File: src/qdd_pkg.sv
// ============================================================================
// qdd_pkg - shared types and constants of the quadrature detent decoder
// Register codes, event codes, queue entry layout and the Gray-code step table.
// ============================================================================
package qdd_pkg;

   // Quadrature steps that make up one detent
   localparam int STEPS_PER_DETENT = 4;
   localparam int ACC_W            = 4;
   localparam int POS_W            = 32;
   localparam int COUNT_W          = 32;
   localparam int TIME_W           = 32;
   localparam int DEBOUNCE_W       = 16;
   localparam int CSR_INDEX_W      = 2;
   localparam int CSR_DATA_W       = 32;
   localparam int QUEUE_DEPTH      = 2;

   // Register reset values
   localparam logic signed [POS_W-1:0]   MIN_POSITION_RESET = {1'b1, {(POS_W-1){1'b0}}};
   localparam logic signed [POS_W-1:0]   MAX_POSITION_RESET = {1'b0, {(POS_W-1){1'b1}}};
   localparam logic [DEBOUNCE_W-1:0]     ROT_DEBOUNCE_RESET = DEBOUNCE_W'(5);
   localparam logic [DEBOUNCE_W-1:0]     BTN_DEBOUNCE_RESET = DEBOUNCE_W'(50);

   typedef enum logic [CSR_INDEX_W-1:0] {
      CSR_MIN_POSITION = 2'd0,
      CSR_MAX_POSITION = 2'd1,
      CSR_ROT_DEBOUNCE = 2'd2,
      CSR_BTN_DEBOUNCE = 2'd3
   } qdd_csr_index_type;

   typedef enum logic [1:0] {
      DIR_NONE = 2'd0,
      DIR_CW   = 2'd1,
      DIR_CCW  = 2'd2
   } qdd_dir_type;

   typedef enum logic {
      KIND_ROTATION = 1'b0,
      KIND_BUTTON   = 1'b1
   } qdd_kind_type;

   typedef struct packed {
      logic signed [POS_W-1:0] min_position;
      logic signed [POS_W-1:0] max_position;
      logic [DEBOUNCE_W-1:0]   rot_debounce_ms;
      logic [DEBOUNCE_W-1:0]   btn_debounce_ms;
   } qdd_cfg_type;

   // One classified request: up to one rotation and one button event
   typedef struct packed {
      logic                    rot_event;
      qdd_dir_type             rot_dir;
      logic signed [POS_W-1:0] position;
      logic                    btn_event;
      logic                    btn_pressed;
      logic [COUNT_W-1:0]      presses_before;
   } qdd_entry_type;

   typedef struct packed {
      logic full;
      logic empty;
   } qdd_queue_status_type;

   // Step for a transition, indexed by {old A, old B, new A, new B}
   function automatic logic signed [1:0] gray_step(input logic [3:0] idx);
      logic signed [1:0] step;
      unique case (idx) inside
         4'd1, 4'd7, 4'd8, 4'd14:  step = 2'sd1;
         4'd2, 4'd4, 4'd11, 4'd13: step = -2'sd1;
         default:                  step = 2'sd0;
      endcase
      return step;
   endfunction

endpackage

File: src/qdd_front.sv
// ============================================================================
// qdd_front - request acceptance and classification
// Holds the decoder state, decodes quadrature and button changes per request
// and pushes the resulting events into the queue.
// ============================================================================
module qdd_front (
   input  logic                            clock,
   input  logic                            reset,
   input  qdd_pkg::qdd_cfg_type            cfg,
   input  logic                            req_valid,
   input  logic [1:0]                      req_quad_levels,
   input  logic                            req_button_down,
   input  logic [qdd_pkg::TIME_W-1:0]      req_time_ms,
   input  qdd_pkg::qdd_queue_status_type   queue_status,
   output logic                            req_stall,
   output logic                            push,
   output qdd_pkg::qdd_entry_type          push_data
);

   localparam logic signed [qdd_pkg::ACC_W-1:0] DETENT =
      qdd_pkg::ACC_W'(qdd_pkg::STEPS_PER_DETENT);

   logic                                  primed_ff, primed_in;
   logic [1:0]                            last_quad_ff, last_quad_in;
   logic signed [qdd_pkg::ACC_W-1:0]      acc_ff, acc_in;
   logic signed [qdd_pkg::POS_W-1:0]      pos_ff, pos_in;
   logic                                  btn_state_ff, btn_state_in;
   logic [qdd_pkg::COUNT_W-1:0]           presses_ff, presses_in;
   logic [qdd_pkg::TIME_W-1:0]            last_rot_ff, last_rot_in;
   logic [qdd_pkg::TIME_W-1:0]            last_btn_ff, last_btn_in;

   logic                                  accept;
   logic [qdd_pkg::TIME_W-1:0]            rot_elapsed, btn_elapsed;
   logic                                  rot_ok, btn_ok, cw, ccw;
   logic signed [1:0]                     step;
   logic signed [qdd_pkg::ACC_W-1:0]      acc_sum;
   logic signed [qdd_pkg::POS_W:0]        pos_wide;
   logic signed [qdd_pkg::POS_W:0]        min_wide, max_wide;
   logic signed [qdd_pkg::POS_W-1:0]      pos_clamped;

   assign req_stall = queue_status.full;
   assign accept    = req_valid && !req_stall;

   always_comb begin
      rot_elapsed = req_time_ms - last_rot_ff;
      btn_elapsed = req_time_ms - last_btn_ff;
      rot_ok = primed_ff && (req_quad_levels != last_quad_ff) &&
               (rot_elapsed >= {{(qdd_pkg::TIME_W-qdd_pkg::DEBOUNCE_W){1'b0}},
                                cfg.rot_debounce_ms});
      btn_ok = primed_ff && (req_button_down != btn_state_ff) &&
               (btn_elapsed >= {{(qdd_pkg::TIME_W-qdd_pkg::DEBOUNCE_W){1'b0}},
                                cfg.btn_debounce_ms});
      step    = qdd_pkg::gray_step({last_quad_ff, req_quad_levels});
      acc_sum = acc_ff + {{(qdd_pkg::ACC_W-2){step[1]}}, step};
      cw  = rot_ok && (step != 2'sd0) && (acc_sum >= DETENT);
      ccw = rot_ok && (step != 2'sd0) && (acc_sum <= -DETENT);

      // Move by one in a wider word, then clamp; the limits bound the range
      pos_wide = {pos_ff[qdd_pkg::POS_W-1], pos_ff} +
                 (cw ? (qdd_pkg::POS_W+1)'(1) : {(qdd_pkg::POS_W+1){1'b1}});
      min_wide = {cfg.min_position[qdd_pkg::POS_W-1], cfg.min_position};
      max_wide = {cfg.max_position[qdd_pkg::POS_W-1], cfg.max_position};
      if (pos_wide < min_wide) begin
         pos_clamped = cfg.min_position;
      end else if (pos_wide > max_wide) begin
         pos_clamped = cfg.max_position;
      end else begin
         pos_clamped = pos_wide[qdd_pkg::POS_W-1:0];
      end

      primed_in    = primed_ff;
      last_quad_in = last_quad_ff;
      acc_in       = acc_ff;
      pos_in       = pos_ff;
      btn_state_in = btn_state_ff;
      presses_in   = presses_ff;
      last_rot_in  = last_rot_ff;
      last_btn_in  = last_btn_ff;

      if (accept) begin
         primed_in    = 1'b1;
         last_quad_in = req_quad_levels;
         if (!primed_ff) begin
            btn_state_in = req_button_down;
         end
         if (rot_ok) begin
            last_rot_in = req_time_ms;
            if (cw) begin
               acc_in = acc_sum - DETENT;
            end else if (ccw) begin
               acc_in = acc_sum + DETENT;
            end else begin
               acc_in = acc_sum;
            end
         end
         if (cw || ccw) begin
            pos_in = pos_clamped;
         end
         if (btn_ok) begin
            btn_state_in = req_button_down;
            last_btn_in  = req_time_ms;
            presses_in   = presses_ff + qdd_pkg::COUNT_W'(req_button_down);
         end
      end

      push                     = accept && (cw || ccw || btn_ok);
      push_data.rot_event      = cw || ccw;
      push_data.rot_dir        = cw ? qdd_pkg::DIR_CW :
                                 (ccw ? qdd_pkg::DIR_CCW : qdd_pkg::DIR_NONE);
      push_data.position       = (cw || ccw) ? pos_clamped : pos_ff;
      push_data.btn_event      = btn_ok;
      push_data.btn_pressed    = req_button_down;
      push_data.presses_before = presses_ff;
   end

   always_ff @(posedge clock) begin
      if (reset) begin
         primed_ff    <= 1'b0;
         last_quad_ff <= 2'd0;
         acc_ff       <= '0;
         pos_ff       <= '0;
         btn_state_ff <= 1'b0;
         presses_ff   <= '0;
         last_rot_ff  <= '0;
         last_btn_ff  <= '0;
      end else begin
         primed_ff    <= primed_in;
         last_quad_ff <= last_quad_in;
         acc_ff       <= acc_in;
         pos_ff       <= pos_in;
         btn_state_ff <= btn_state_in;
         presses_ff   <= presses_in;
         last_rot_ff  <= last_rot_in;
         last_btn_ff  <= last_btn_in;
      end
   end

   // The accumulator stays strictly inside one detent between requests
   assert property (@(posedge clock) disable iff (reset)
      (acc_ff < DETENT) && (acc_ff > -DETENT))
      else $error("detent accumulator left its range");

endmodule

File: src/qdd_fifo.sv
// ============================================================================
// qdd_fifo - short event queue
// Register-based queue that decouples classification from result delivery.
// ============================================================================
module qdd_fifo (
   input  logic                            clock,
   input  logic                            reset,
   input  logic                            push,
   input  qdd_pkg::qdd_entry_type          push_data,
   input  logic                            pop,
   output qdd_pkg::qdd_entry_type          head,
   output qdd_pkg::qdd_queue_status_type   status
);

   localparam int PTR_W = (qdd_pkg::QUEUE_DEPTH > 1) ? $clog2(qdd_pkg::QUEUE_DEPTH) : 1;
   localparam int CNT_W = $clog2(qdd_pkg::QUEUE_DEPTH + 1);
   localparam logic [PTR_W-1:0] LAST_PTR = PTR_W'(qdd_pkg::QUEUE_DEPTH - 1);
   localparam logic [CNT_W-1:0] FULL_CNT = CNT_W'(qdd_pkg::QUEUE_DEPTH);

   qdd_pkg::qdd_entry_type slots_ff [qdd_pkg::QUEUE_DEPTH];
   logic [PTR_W-1:0]       wr_ptr_ff, wr_ptr_in;
   logic [PTR_W-1:0]       rd_ptr_ff, rd_ptr_in;
   logic [CNT_W-1:0]       count_ff, count_in;

   always_comb begin
      wr_ptr_in = wr_ptr_ff;
      rd_ptr_in = rd_ptr_ff;
      count_in  = count_ff;
      if (push) begin
         wr_ptr_in = (wr_ptr_ff == LAST_PTR) ? '0 : wr_ptr_ff + PTR_W'(1);
      end
      if (pop) begin
         rd_ptr_in = (rd_ptr_ff == LAST_PTR) ? '0 : rd_ptr_ff + PTR_W'(1);
      end
      if (push && !pop) begin
         count_in = count_ff + CNT_W'(1);
      end else if (pop && !push) begin
         count_in = count_ff - CNT_W'(1);
      end
   end

   assign head         = slots_ff[rd_ptr_ff];
   assign status.full  = (count_ff == FULL_CNT);
   assign status.empty = (count_ff == '0);

   always_ff @(posedge clock) begin
      if (reset) begin
         wr_ptr_ff <= '0;
         rd_ptr_ff <= '0;
         count_ff  <= '0;
      end else begin
         wr_ptr_ff <= wr_ptr_in;
         rd_ptr_ff <= rd_ptr_in;
         count_ff  <= count_in;
      end
   end

   always_ff @(posedge clock) begin
      if (push) begin
         slots_ff[wr_ptr_ff] <= push_data;
      end
   end

   assert property (@(posedge clock) disable iff (reset) push |-> !status.full)
      else $error("push into a full queue");

   assert property (@(posedge clock) disable iff (reset) pop |-> !status.empty)
      else $error("pop from an empty queue");

endmodule

File: src/qdd_back.sv
// ============================================================================
// qdd_back - result delivery
// Expands each queue entry into one or two results and holds them in an
// output register until the receiver takes them.
// ============================================================================
module qdd_back (
   input  logic                            clock,
   input  logic                            reset,
   input  qdd_pkg::qdd_entry_type          head,
   input  qdd_pkg::qdd_queue_status_type   queue_status,
   output logic                            pop,
   input  logic                            rsp_stall,
   output logic                            rsp_valid,
   output logic                            rsp_event_kind,
   output logic [1:0]                      rsp_direction,
   output logic signed [qdd_pkg::POS_W-1:0] rsp_position,
   output logic                            rsp_pressed,
   output logic [qdd_pkg::COUNT_W-1:0]     rsp_press_count,
   output logic                            rsp_last_of_run
);

   // Set once the rotation half of a two-result entry has gone out
   logic                             phase_ff, phase_in;
   logic                             valid_ff, valid_in;
   qdd_pkg::qdd_kind_type            kind_ff, kind_in;
   qdd_pkg::qdd_dir_type             dir_ff, dir_in;
   logic signed [qdd_pkg::POS_W-1:0] pos_ff, pos_in;
   logic                             pressed_ff, pressed_in;
   logic [qdd_pkg::COUNT_W-1:0]      count_ff, count_in;
   logic                             last_ff, last_in;

   logic load, emit, emit_rot;

   always_comb begin
      load     = !valid_ff || !rsp_stall;
      emit     = load && !queue_status.empty;
      emit_rot = head.rot_event && !phase_ff;

      phase_in   = phase_ff;
      pop        = 1'b0;
      valid_in   = load ? emit : valid_ff;
      kind_in    = kind_ff;
      dir_in     = dir_ff;
      pos_in     = pos_ff;
      pressed_in = pressed_ff;
      count_in   = count_ff;
      last_in    = last_ff;

      if (emit) begin
         pos_in = head.position;
         if (emit_rot) begin
            kind_in    = qdd_pkg::KIND_ROTATION;
            dir_in     = head.rot_dir;
            pressed_in = 1'b0;
            count_in   = head.presses_before;
            last_in    = !head.btn_event;
            phase_in   = head.btn_event;
            pop        = !head.btn_event;
         end else begin
            kind_in    = qdd_pkg::KIND_BUTTON;
            dir_in     = qdd_pkg::DIR_NONE;
            pressed_in = head.btn_pressed;
            count_in   = head.presses_before + qdd_pkg::COUNT_W'(head.btn_pressed);
            last_in    = 1'b1;
            phase_in   = 1'b0;
            pop        = 1'b1;
         end
      end
   end

   always_ff @(posedge clock) begin
      if (reset) begin
         phase_ff <= 1'b0;
         valid_ff <= 1'b0;
      end else begin
         phase_ff <= phase_in;
         valid_ff <= valid_in;
      end
   end

   always_ff @(posedge clock) begin
      kind_ff    <= kind_in;
      dir_ff     <= dir_in;
      pos_ff     <= pos_in;
      pressed_ff <= pressed_in;
      count_ff   <= count_in;
      last_ff    <= last_in;
   end

   assign rsp_valid       = valid_ff;
   assign rsp_event_kind  = kind_ff;
   assign rsp_direction   = dir_ff;
   assign rsp_position    = pos_ff;
   assign rsp_pressed     = pressed_ff;
   assign rsp_press_count = count_ff;
   assign rsp_last_of_run = last_ff;

   // Mid-entry, the head must still be the entry with both events
   assert property (@(posedge clock) disable iff (reset)
      phase_ff |-> (!queue_status.empty && head.rot_event && head.btn_event))
      else $error("split entry lost from queue head");

endmodule

File: src/quadrature_detent_decoder.sv
// ============================================================================
// quadrature_detent_decoder - rotary encoder decoder with detent and button
// Decodes quadrature pin samples into detent events with a clamped position,
// and debounced push-switch changes into button events with a press count.
// ============================================================================
//
//   channel  direction  handshake            payload
//   req      in         req_valid/req_stall  quad_levels, button_down, time_ms
//   rsp      out        rsp_valid/rsp_stall  event_kind, direction, position,
//                                            pressed, press_count, last_of_run
//   csr      in         csr_write_enable     csr_index, csr_data
//
// A request is classified in the cycle it is accepted; one request per cycle
// is taken while the event queue has room. Results leave the output register
// at one per cycle while rsp is not stalled, so a request causing two events
// yields two results; the output port sets the sustained rate when events
// are dense. A first result goes through a queue slot, then the output register.
// Reset is synchronous; registers return to their reset values, queue empties.
// A stall on rsp backs up the queue; req_stall rises only when it is full.
//
module quadrature_detent_decoder (
   input  logic                                clock,
   input  logic                                reset,
   input  logic                                csr_write_enable,
   input  logic [qdd_pkg::CSR_INDEX_W-1:0]     csr_index,
   input  logic [qdd_pkg::CSR_DATA_W-1:0]      csr_data,
   input  logic                                req_valid,
   output logic                                req_stall,
   input  logic [1:0]                          req_quad_levels,
   input  logic                                req_button_down,
   input  logic [qdd_pkg::TIME_W-1:0]          req_time_ms,
   output logic                                rsp_valid,
   input  logic                                rsp_stall,
   output logic                                rsp_event_kind,
   output logic [1:0]                          rsp_direction,
   output logic signed [qdd_pkg::POS_W-1:0]    rsp_position,
   output logic                                rsp_pressed,
   output logic [qdd_pkg::COUNT_W-1:0]         rsp_press_count,
   output logic                                rsp_last_of_run
);

   qdd_pkg::qdd_cfg_type          cfg_ff, cfg_in;
   qdd_pkg::qdd_entry_type        push_data, head;
   qdd_pkg::qdd_queue_status_type queue_status;
   logic                          push, pop;

   // Register file: decode the index, drop the upper data bits of short fields
   always_comb begin
      cfg_in = cfg_ff;
      if (csr_write_enable) begin
         unique case (qdd_pkg::qdd_csr_index_type'(csr_index))
            qdd_pkg::CSR_MIN_POSITION: cfg_in.min_position = csr_data;
            qdd_pkg::CSR_MAX_POSITION: cfg_in.max_position = csr_data;
            qdd_pkg::CSR_ROT_DEBOUNCE:
               cfg_in.rot_debounce_ms = csr_data[qdd_pkg::DEBOUNCE_W-1:0];
            qdd_pkg::CSR_BTN_DEBOUNCE:
               cfg_in.btn_debounce_ms = csr_data[qdd_pkg::DEBOUNCE_W-1:0];
            default: cfg_in = cfg_ff;
         endcase
      end
   end

   always_ff @(posedge clock) begin
      if (reset) begin
         cfg_ff.min_position    <= qdd_pkg::MIN_POSITION_RESET;
         cfg_ff.max_position    <= qdd_pkg::MAX_POSITION_RESET;
         cfg_ff.rot_debounce_ms <= qdd_pkg::ROT_DEBOUNCE_RESET;
         cfg_ff.btn_debounce_ms <= qdd_pkg::BTN_DEBOUNCE_RESET;
      end else begin
         cfg_ff <= cfg_in;
      end
   end

   // Classify requests and hold decoder state
   qdd_front u_front (
      .clock           (clock),
      .reset           (reset),
      .cfg             (cfg_ff),
      .req_valid       (req_valid),
      .req_quad_levels (req_quad_levels),
      .req_button_down (req_button_down),
      .req_time_ms     (req_time_ms),
      .queue_status    (queue_status),
      .req_stall       (req_stall),
      .push            (push),
      .push_data       (push_data)
   );

   // Decouple classification from delivery
   qdd_fifo u_fifo (
      .clock     (clock),
      .reset     (reset),
      .push      (push),
      .push_data (push_data),
      .pop       (pop),
      .head      (head),
      .status    (queue_status)
   );

   // Expand entries into results
   qdd_back u_back (
      .clock           (clock),
      .reset           (reset),
      .head            (head),
      .queue_status    (queue_status),
      .pop             (pop),
      .rsp_stall       (rsp_stall),
      .rsp_valid       (rsp_valid),
      .rsp_event_kind  (rsp_event_kind),
      .rsp_direction   (rsp_direction),
      .rsp_position    (rsp_position),
      .rsp_pressed     (rsp_pressed),
      .rsp_press_count (rsp_press_count),
      .rsp_last_of_run (rsp_last_of_run)
   );

   // Only a rotation event can be followed by another result of the same request
   assert property (@(posedge clock) disable iff (reset)
      (rsp_valid && !rsp_last_of_run) |-> (rsp_event_kind == qdd_pkg::KIND_ROTATION))
      else $error("button event not last of its request");

endmodule
File: config.mk
export PLATFORM = sky130hd
export DESIGN_NAME = quadrature_detent_decoder
export DESIGN_NICKNAME = d
export VERILOG_FILES = /design/src/qdd_pkg.sv /design/src/qdd_front.sv /design/src/qdd_fifo.sv /design/src/qdd_back.sv /design/src/quadrature_detent_decoder.sv
export SDC_FILE = /design/constraint.sdc
export NUM_CORES = 1
export LEC_CHECK = 0
export BUFFER_PORTS_ARGS = -buffer_cell sky130_fd_sc_hd__buf_4
export CAP_MARGIN = 20
export CORE_MARGIN = 3
export CORE_UTILIZATION = 31
export DETAILED_ROUTE_END_ITERATION = 7
export PLACE_DENSITY_LB_ADDON = 0.08
export SLEW_MARGIN = 30
export SYNTH_ARGS = -nofsm -noshare
export SYNTH_HDL_FRONTEND = slang
export SYNTH_HIERARCHICAL = 1
export SYNTH_SLANG_ARGS = --single-unit
File: constraint.sdc
create_clock -name clock -period 11.4 [get_ports clock]
set_input_delay 2.28 -clock clock [delete_from_list [all_inputs] [get_ports clock]]
set_output_delay 2.28 -clock clock [all_outputs]
set_load 0.005 [all_outputs]
==> qor.csv, run 1 <==
metric,value,unit
Ys Warns,6,
number of flops mapped to enable cells by yosys,207,
register area share after synthesis,41.2,%
Relative slew margins,39.6,%
core area,0.0845,mm2
min-delay src,u_front/last_btn_ff[6],
First DRT Iteration DRCs,1349,
peak fanout along the critical path,22,
"top cells by area, synth","edfxtp_1 (23%), dfxtp_1 (18%), ha_1 (9.4%)",
CTS tree,done,
final WL,83100,um
design area,0.0315,mm2
# setup viols final,0,
"FFs w/ async S/R, synth",0,%
post-synth top area cell,edfxtp_1,
routability cong.,0.862,
max incr delay on CP,0.67,ns
Final Hold Vio Count,0,
Period minus WS final,10.97,ns
"Slew Viols, Final",0,
Post-Syn Area,0.0267,mm2
Worst Hold Depth,2,
post-synth top area share,23.3,%
Synth Instances,2738,
first-pass GRT wire length,126000,um
Tcrit/Tclk final,96.2,%
dpl ws,-0.331,ns
# IOs,145,
Setup crit start kind,primary input,
Hold Path End,u_front/last_btn_ff[6],
RSZ-0062 raised after global routing,no,
largest net degree at the start of global routing,123,
Initial Util,31.6,%
"most used cell, CP",ha_1,
CTS root buffer,clkbuf_16,
grt total ovfl,0,
die width,299,um
Cell variety after synth,96,
Clock Path Buffers,3,
I/O Buffers,144,
post-layout util,37.3,%
DP Area,0.0296,mm2
initial antenna violation count,0,
die height,299,um
Yosys reg bits,446,
# fillers,8523,
Final Skew,0.0211,ns
"CTS clk-pin slew, worst paths",0.06,ns
setup TNS,0,ns
fmax,91.1,MHz
CP Class,primary input to register,
# rows,106,
status,"finished, final reports clean",
Vias/cell,5.03,
"top cells by count, synth","dfxtp_1 (239), a21oi_1 (229), edfxtp_1 (207), inv_1 (207), nor2_1 (207)",
DR vias,20735,
post-DP HPWL,62400,um
syn avg cell area,9.74,um2
RR Startpoint,u_front/last_rot_ff[1],
Syn Nets,3017,
proportion of layout cells with a drive suffix above 1,16.7,%
H-Tree Depth,2,
slowest library cell on the worst path,or4_2,
drt pass-1 iters,5,
Max Cap Viol,0,
Area Growth Syn to Fin,18.2,%
cts bufs inserted,54,
"count leader, synth",dfxtp_1,
Worst EP arrival,11.31,ns
Skew-Pair Late Insertion Delay,0.63,ns
vias in the first global route,20443,
Hold Crit Class,register to register,
Post-synth top flop,dfxtp_1,
per-cell routed wire length,20.2,um
post-layout net count,3220,
CTS sink count,446,
Worst Reg-to-Reg Cells,42,
Least-Margin Pin Slew,0.884,ns
Die Area,0.0896,mm2
CP Capture Type,register,
fin worst setup slack,0.428,ns
Required @ worst endpoint,11.74,ns
r2r endpoint,u_fifo/slots_ff[1][36],
gr usage total,18.1,%
ANT nets after route,0,
# DRC,0,
worst reg2reg setup slack,1.82,ns
[worst max path at each step]
| stage | start | endpoint | depth (start not counted) |
|---|---|---|---|
| floorplan | req_time_ms[1] | u_fifo/slots_ff[0][35] | 42 |
| global placement | req_time_ms[1] | u_fifo/slots_ff[1][54] | 40 |
| detailed placement | req_time_ms[1] | u_fifo/slots_ff[1][54] | 42 |
| CTS | req_time_ms[1] | u_fifo/slots_ff[1][54] | 42 |
| global route | req_time_ms[1] | u_fifo/slots_ff[0][36] | 45 |
| finish | req_time_ms[1] | u_fifo/slots_ff[1][36] | 42 |
[through the flow]
stage | cells | hold WS, ns
6_report | 4122 | 0.456
5_1_grt | 4120 | 0.481
4_1_cts | 4119 | 0.459
3_5_place_dp | 4018 | 0.451
3_3_place_gp | 4016 | 0.441
2_1_floorplan | 2738 | 0.426
[what timing repair did]
item	in CTS	in global routing
resized for setup	0	13
endpoints found under the setup margin	0	71
setup buffers	0	1
hold endpoints to repair	0	0
hold buffers	0	0
[worst max-delay path: cells and delay by family]
| kind | cells | cell delay (ns) |
|---|---|---|
| AO/OA/AOI/OAI | 22 | 4.67 |
| XOR/XNOR | 1 | 0.16 |
| adder cells (fa/ha/maj) | 4 | 0.97 |
| buffers and inverters | 5 | 0.85 |
| multiplexers | 1 | 0.46 |
| AND/OR/NAND/NOR | 9 | 1.90 |
[cell families (layout without fill, tap and decap cells)]
kind of cell,count (synthesis),count (layout),share of synthesized area (%)
AND/OR/NAND/NOR,743,743,14.1
adder cells (fa/ha/maj),205,205,9.73
other,0,2,0
XOR/XNOR,125,125,4.11
multiplexers,261,261,10.4
flip-flops,446,446,41.2
buffers and inverters,337,585,5.74
AO/OA/AOI/OAI,621,621,14.7
[cell usage in the layout (no fill, tap or decap), types with 35 or more instances in the layout]
| cell | count |
|---|---|
| nand2b_1 | 113 |
| xor2_1 | 35 |
| ha_1 | 201 |
| nand4_1 | 43 |
| clkbuf_16 | 56 |
| dfxtp_1 | 238 |
| nor2_1 | 206 |
| inv_1 | 207 |
| buf_4 | 264 |
| a21o_1 | 56 |
| edfxtp_1 | 207 |
| mux2_2 | 65 |
| xnor2_1 | 89 |
| mux2i_1 | 153 |
| a21oi_1 | 228 |
| nand2_1 | 128 |
| o21ai_0 | 140 |
| nand3_1 | 117 |
[cell type report]
cell class / instances / area [um2] / share of cell area (%)
timing repair buffer: 275 / 2160 / 6.86
clock inverter: 24 / 319 / 1.01
tap: 1134 / 1420 / 4.50
inverter: 209 / 785 / 2.49
multi-input combinational: 1955 / 14300 / 45.3
antenna: 2 / 5.00 / 0.0159
sequential: 446 / 11000 / 34.9
clock buffer: 77 / 1550 / 4.92
[flip-flops by register name, indices dropped and copies added, names as in the netlist, named ones only]
signal / count
u_front/primed_ff: 1
u_back/rsp_direction: 2
u_back/rsp_position: 32
u_fifo/slots_ff: 138
u_fifo/wr_ptr_ff: 1
u_fifo/rd_ptr_ff: 1
u_back/rsp_valid: 1
u_fifo/count_ff: 2
u_front/btn_state_ff: 1
u_front/presses_ff: 32
u_front/last_btn_ff: 32
u_front/last_quad_ff: 2
u_back/rsp_press_count: 32
cfg_ff: 96
u_front/last_rot_ff: 32
u_back/rsp_last_of_run: 1
u_back/rsp_pressed: 1
u_back/rsp_event_kind: 1
u_back/phase_ff: 1
u_front/acc_ff: 4
u_front/pos_ff: 32
[per-layer routing]
layer	vias up	global-route usage, %	wire [um]
li1	10233	-	-
met4	0	4.26	1760
met2	426	26.9	34700
met3	99	2.38	3500
met5	-	0	0
met1	9977	27.7	43200
Power of run 1 is not shown: default switching activity piles up to over one toggle a cycle in this logic, so the estimate is an artifact.
==> run 2: changes to the inputs <==
--- a/config.mk
+++ b/config.mk
@@ -5,6 +5,7 @@
 export SDC_FILE = /design/constraint.sdc
 export NUM_CORES = 1
 export LEC_CHECK = 0
+export ABC_AREA = 1
 export BUFFER_PORTS_ARGS = -buffer_cell sky130_fd_sc_hd__buf_4
 export CAP_MARGIN = 20
 export CORE_MARGIN = 3
==> run 2 against run 1 <==
Against the previous run:
- maximum frequency is 12% higher
- sequential share of layout area is 1.7 points lower
- flip-flop and latch count stayed put
- clock-buffer cell count is 1 lower
- wire length is 11% higher
- final cell count is 27% higher
- via count is 20% higher
- largest cell class unchanged
==> qor.csv, run 2 <==
metric,value,unit,change
Initial Util,31.5,%,was 31.6%
Max Cap Viol,0,,unchanged
switching power total,0.00393,W,
final WL,92500,um,was 83100 um
H-Tree Depth,2,,unchanged
first-pass GRT wire length,142000,um,was 126000 um
"CTS clk-pin slew, worst paths",0.06,ns,about the same
Required @ worst endpoint,11.87,ns,was 11.74 ns
area of the multi-input gates,0.0153,mm2,was 0.0143 mm2
Post-synth top flop,dfxtp_1,,unchanged
Final Skew,0.0219,ns,was 0.0211 ns
Sw Ratio,46.4,%,
Leak,14.9,nW,
peak supply drop,0.360,mV,
max incr delay on CP,0.64,ns,was 0.67 ns
gr usage total,18.7,%,was 18.1%
"commonest non-fill, non-tap cell in the layout",nand2_1,,was buf_4
DP Area,0.0312,mm2,was 0.0296 mm2
status,"finished, final reports clean",,unchanged
die width,312,um,was 299 um
# setup viols final,0,,unchanged
Period minus WS final,9.79,ns,was 10.97 ns
ANT nets after route,0,,unchanged
"FFs w/ async S/R, synth",0,%,unchanged
sequential share of power,24.4,%,
Biggest register,u_fifo/slots_ff,,unchanged
per-cell routed wire length,17.6,um,was 20.2 um
grt total ovfl,0,,unchanged
pwr dens,256,mW/mm2,
Skew-Pair Late Insertion Delay,0.66,ns,was 0.63 ns
CP Capture Type,register,,unchanged
Largest regs,"u_fifo/slots_ff (138), cfg_ff (96)",,unchanged
setup TNS,0,ns,unchanged
CTS root buffer,clkbuf_16,,unchanged
number of flops mapped to enable cells by yosys,207,,unchanged
First DRT Iteration DRCs,1939,,was 1349
Worst EP arrival,10.26,ns,was 11.31 ns
core area,0.0922,mm2,was 0.0845 mm2
CP Class,primary input to register,,unchanged
DR vias,24985,,was 20.7k
Least-Margin Pin Slew,0.902,ns,was 0.884 ns
# IOs,145,,unchanged
slowest library cell on the worst path,ha_1,,was or4_2
I/O Buffers,144,,unchanged
Combinational Power Share,53.7,%,
"count leader, synth",nand2_1,,was dfxtp_1
Clock Path Buffers,3,,unchanged
vias in the first global route,23732,,was 20.4k
Hold Buf Count CTS,0,,unchanged
peak fanout along the critical path,37,,was 22
post-DP HPWL,69600,um,was 62400 um
"most used cell, CP",nand2_1,,was ha_1
post-synth top area cell,edfxtp_1,,unchanged
Final Hold Vio Count,0,,unchanged
Post-Syn Area,0.0290,mm2,was 0.0267 mm2
Yosys reg bits,446,,unchanged
drt pass-1 iters,5,,unchanged
post_cts resized,0,,unchanged
"top cells by count, synth","nand2_1 (947), inv_1 (513), nor2_1 (385), nand3_1 (287), a21oi_1 (245)",,"was dfxtp_1 (239), a21oi_1 (229), edfxtp_1 (207), inv_1 (207), nor2_1 (207)"
"Slew Viols, Final",0,,unchanged
max reg flops,138,,unchanged
Tcrit/Tclk final,85.8,%,was 96.2%
"top cells by area, synth","edfxtp_1 (21%), dfxtp_1 (16%), nand2_1 (12%)",,"was edfxtp_1 (23%), dfxtp_1 (18%), ha_1 (9.4%)"
post-layout net count,4232,,was 3220
Die Area,0.0973,mm2,was 0.0896 mm2
post-CTS setup buffers,0,,unchanged
design area,0.0331,mm2,was 0.0315 mm2
cts bufs inserted,56,,was 54
Ys Warns,6,,unchanged
Relative slew margins,39.8,%,was 39.6%
proportion of layout cells with a drive suffix above 1,12.2,%,was 16.7%
# DRC,0,,unchanged
Hold Crit Class,register to register,,unchanged
fmax,102,MHz,was 91.1 MHz
routability cong.,0.904,,was 0.862
post-synth top area share,21.4,%,was 23.3%
syn avg cell area,7.53,um2,was 9.74 um2
RSZ-0062 raised after global routing,no,,unchanged
# fillers,9910,,was 8523
post-layout util,35.9,%,was 37.3%
CTS sink count,446,,unchanged
hold_ws,0.457,ns,was 0.456 ns
CTS tree,done,,unchanged
initial antenna violation count,7,,was 0
Cell variety after synth,56,,was 96
Setup crit start kind,primary input,,unchanged
Syn Nets,4135,,was 3017
most frequent cells in the layout,"nand2_1 (947), inv_1 (511), nor2_1 (382)",,"was buf_4 (264), dfxtp_1 (238), a21oi_1 (228)"
Clk pwr share,21.9,%,
# rows,111,,was 106
Area Growth Syn to Fin,14.1,%,was 18.2%
Synth Instances,3856,,was 2738
register area share after synthesis,37.9,%,was 41.2%
Sequential Area,0.0110,mm2,unchanged
Pint,0.00454,W,
largest net degree at the start of global routing,72,,was 123
die height,312,um,was 299 um
Vias/cell,4.77,,was 5.03
-- run 2: cell types whose count changed in the layout (fill, tap and decap cells not counted), sizes merged, moves of 47 or more --
cell    before  now
a21o        56    6
buf        274  170
inv        210  533
mux2i      157    0
nand2      128  983
nand2b     113    0
nand3      121  291
nand4       44  115
nor2       207  429
xnor2       89   33
xor2        36   83
-- run 2: final timing paths --
check / start / to / slack [ns] / cells past startpoint
worst min register to register: u_front/last_rot_ff[17] / u_front/last_rot_ff[17] / 0.46 / 2
worst max-delay path: req_time_ms[0] / u_fifo/slots_ff[1][53] / 1.61 / 49
worst max register to register: u_front/last_rot_ff[0] / u_fifo/slots_ff[1][53] / 3.13 / 47
worst min-delay path: u_front/last_rot_ff[17] / u_front/last_rot_ff[17] / 0.46 / 2
-- run 2: worst max-delay path: cells and delay by family --
kind	cells	cell delay (ns)
xor gates and xnor gates	1	0.09
adders and majority gates	5	1.97
AOI/OAI and AO/OA	7	1.46
buffers and inverters	6	0.80
and+or+nand+nor	30	3.61
-- run 2: final cells by class --
| type | instances | area share, % |
|---|---|---|
| Antenna cell | 1 | 0.00756 |
| Clock buffer | 76 | 4.79 |
| Clock inverter | 28 | 1.06 |
| Inverter | 533 | 6.06 |
| Multi-Input combinational cell | 2746 | 46.3 |
| Sequential cell | 446 | 33.2 |
| Tap cell | 1243 | 4.70 |
| Timing Repair Buffer | 170 | 3.90 |
-- run 2: logic make-up after synthesis --
logic type	count (synthesis)	synth area share, %
compound gates	468	8.94
xor+xnor	116	3.50
fa+ha+maj	205	8.94
flops	446	37.9
buf+inv	664	9.47
mux	69	2.81
simple gates	1888	28.4
-- run 2: metal layers --
metal | wire length [um] | global-route usage (%) | share of wire [%]
met1 | 47300 | 27.9 | 51
met2 | 38300 | 27.7 | 41
met3 | 5270 | 3.57 | 5.7
met4 | 1630 | 3.86 | 1.8
met5 | 27 | 0 | 0.029
-- run 2: per-stage QoR --
stage	total power (W)	instances	setup WS, ns
3_3_place_gp	0.00661	5138	1.06
6_report	0.00847	5243	1.61
3_5_place_dp	0.00661	5138	0.912
2_1_floorplan	0.00506	3856	2.73
4_1_cts	0.00852	5242	1.60
5_1_grt	0.00917	5242	0.816
-- run 2: power groups by stage --
stage               combinational [W]  clock (W)  sequential [W]
detailed placement            0.00450          0         0.00210
global route                  0.00508    0.00199         0.00209
global placement              0.00451          0         0.00210
floorplan                     0.00296          0         0.00209
CTS                           0.00452    0.00193         0.00207
finish                        0.00455    0.00186         0.00207
No activity file was read; power rests on OpenSTA's default activity.
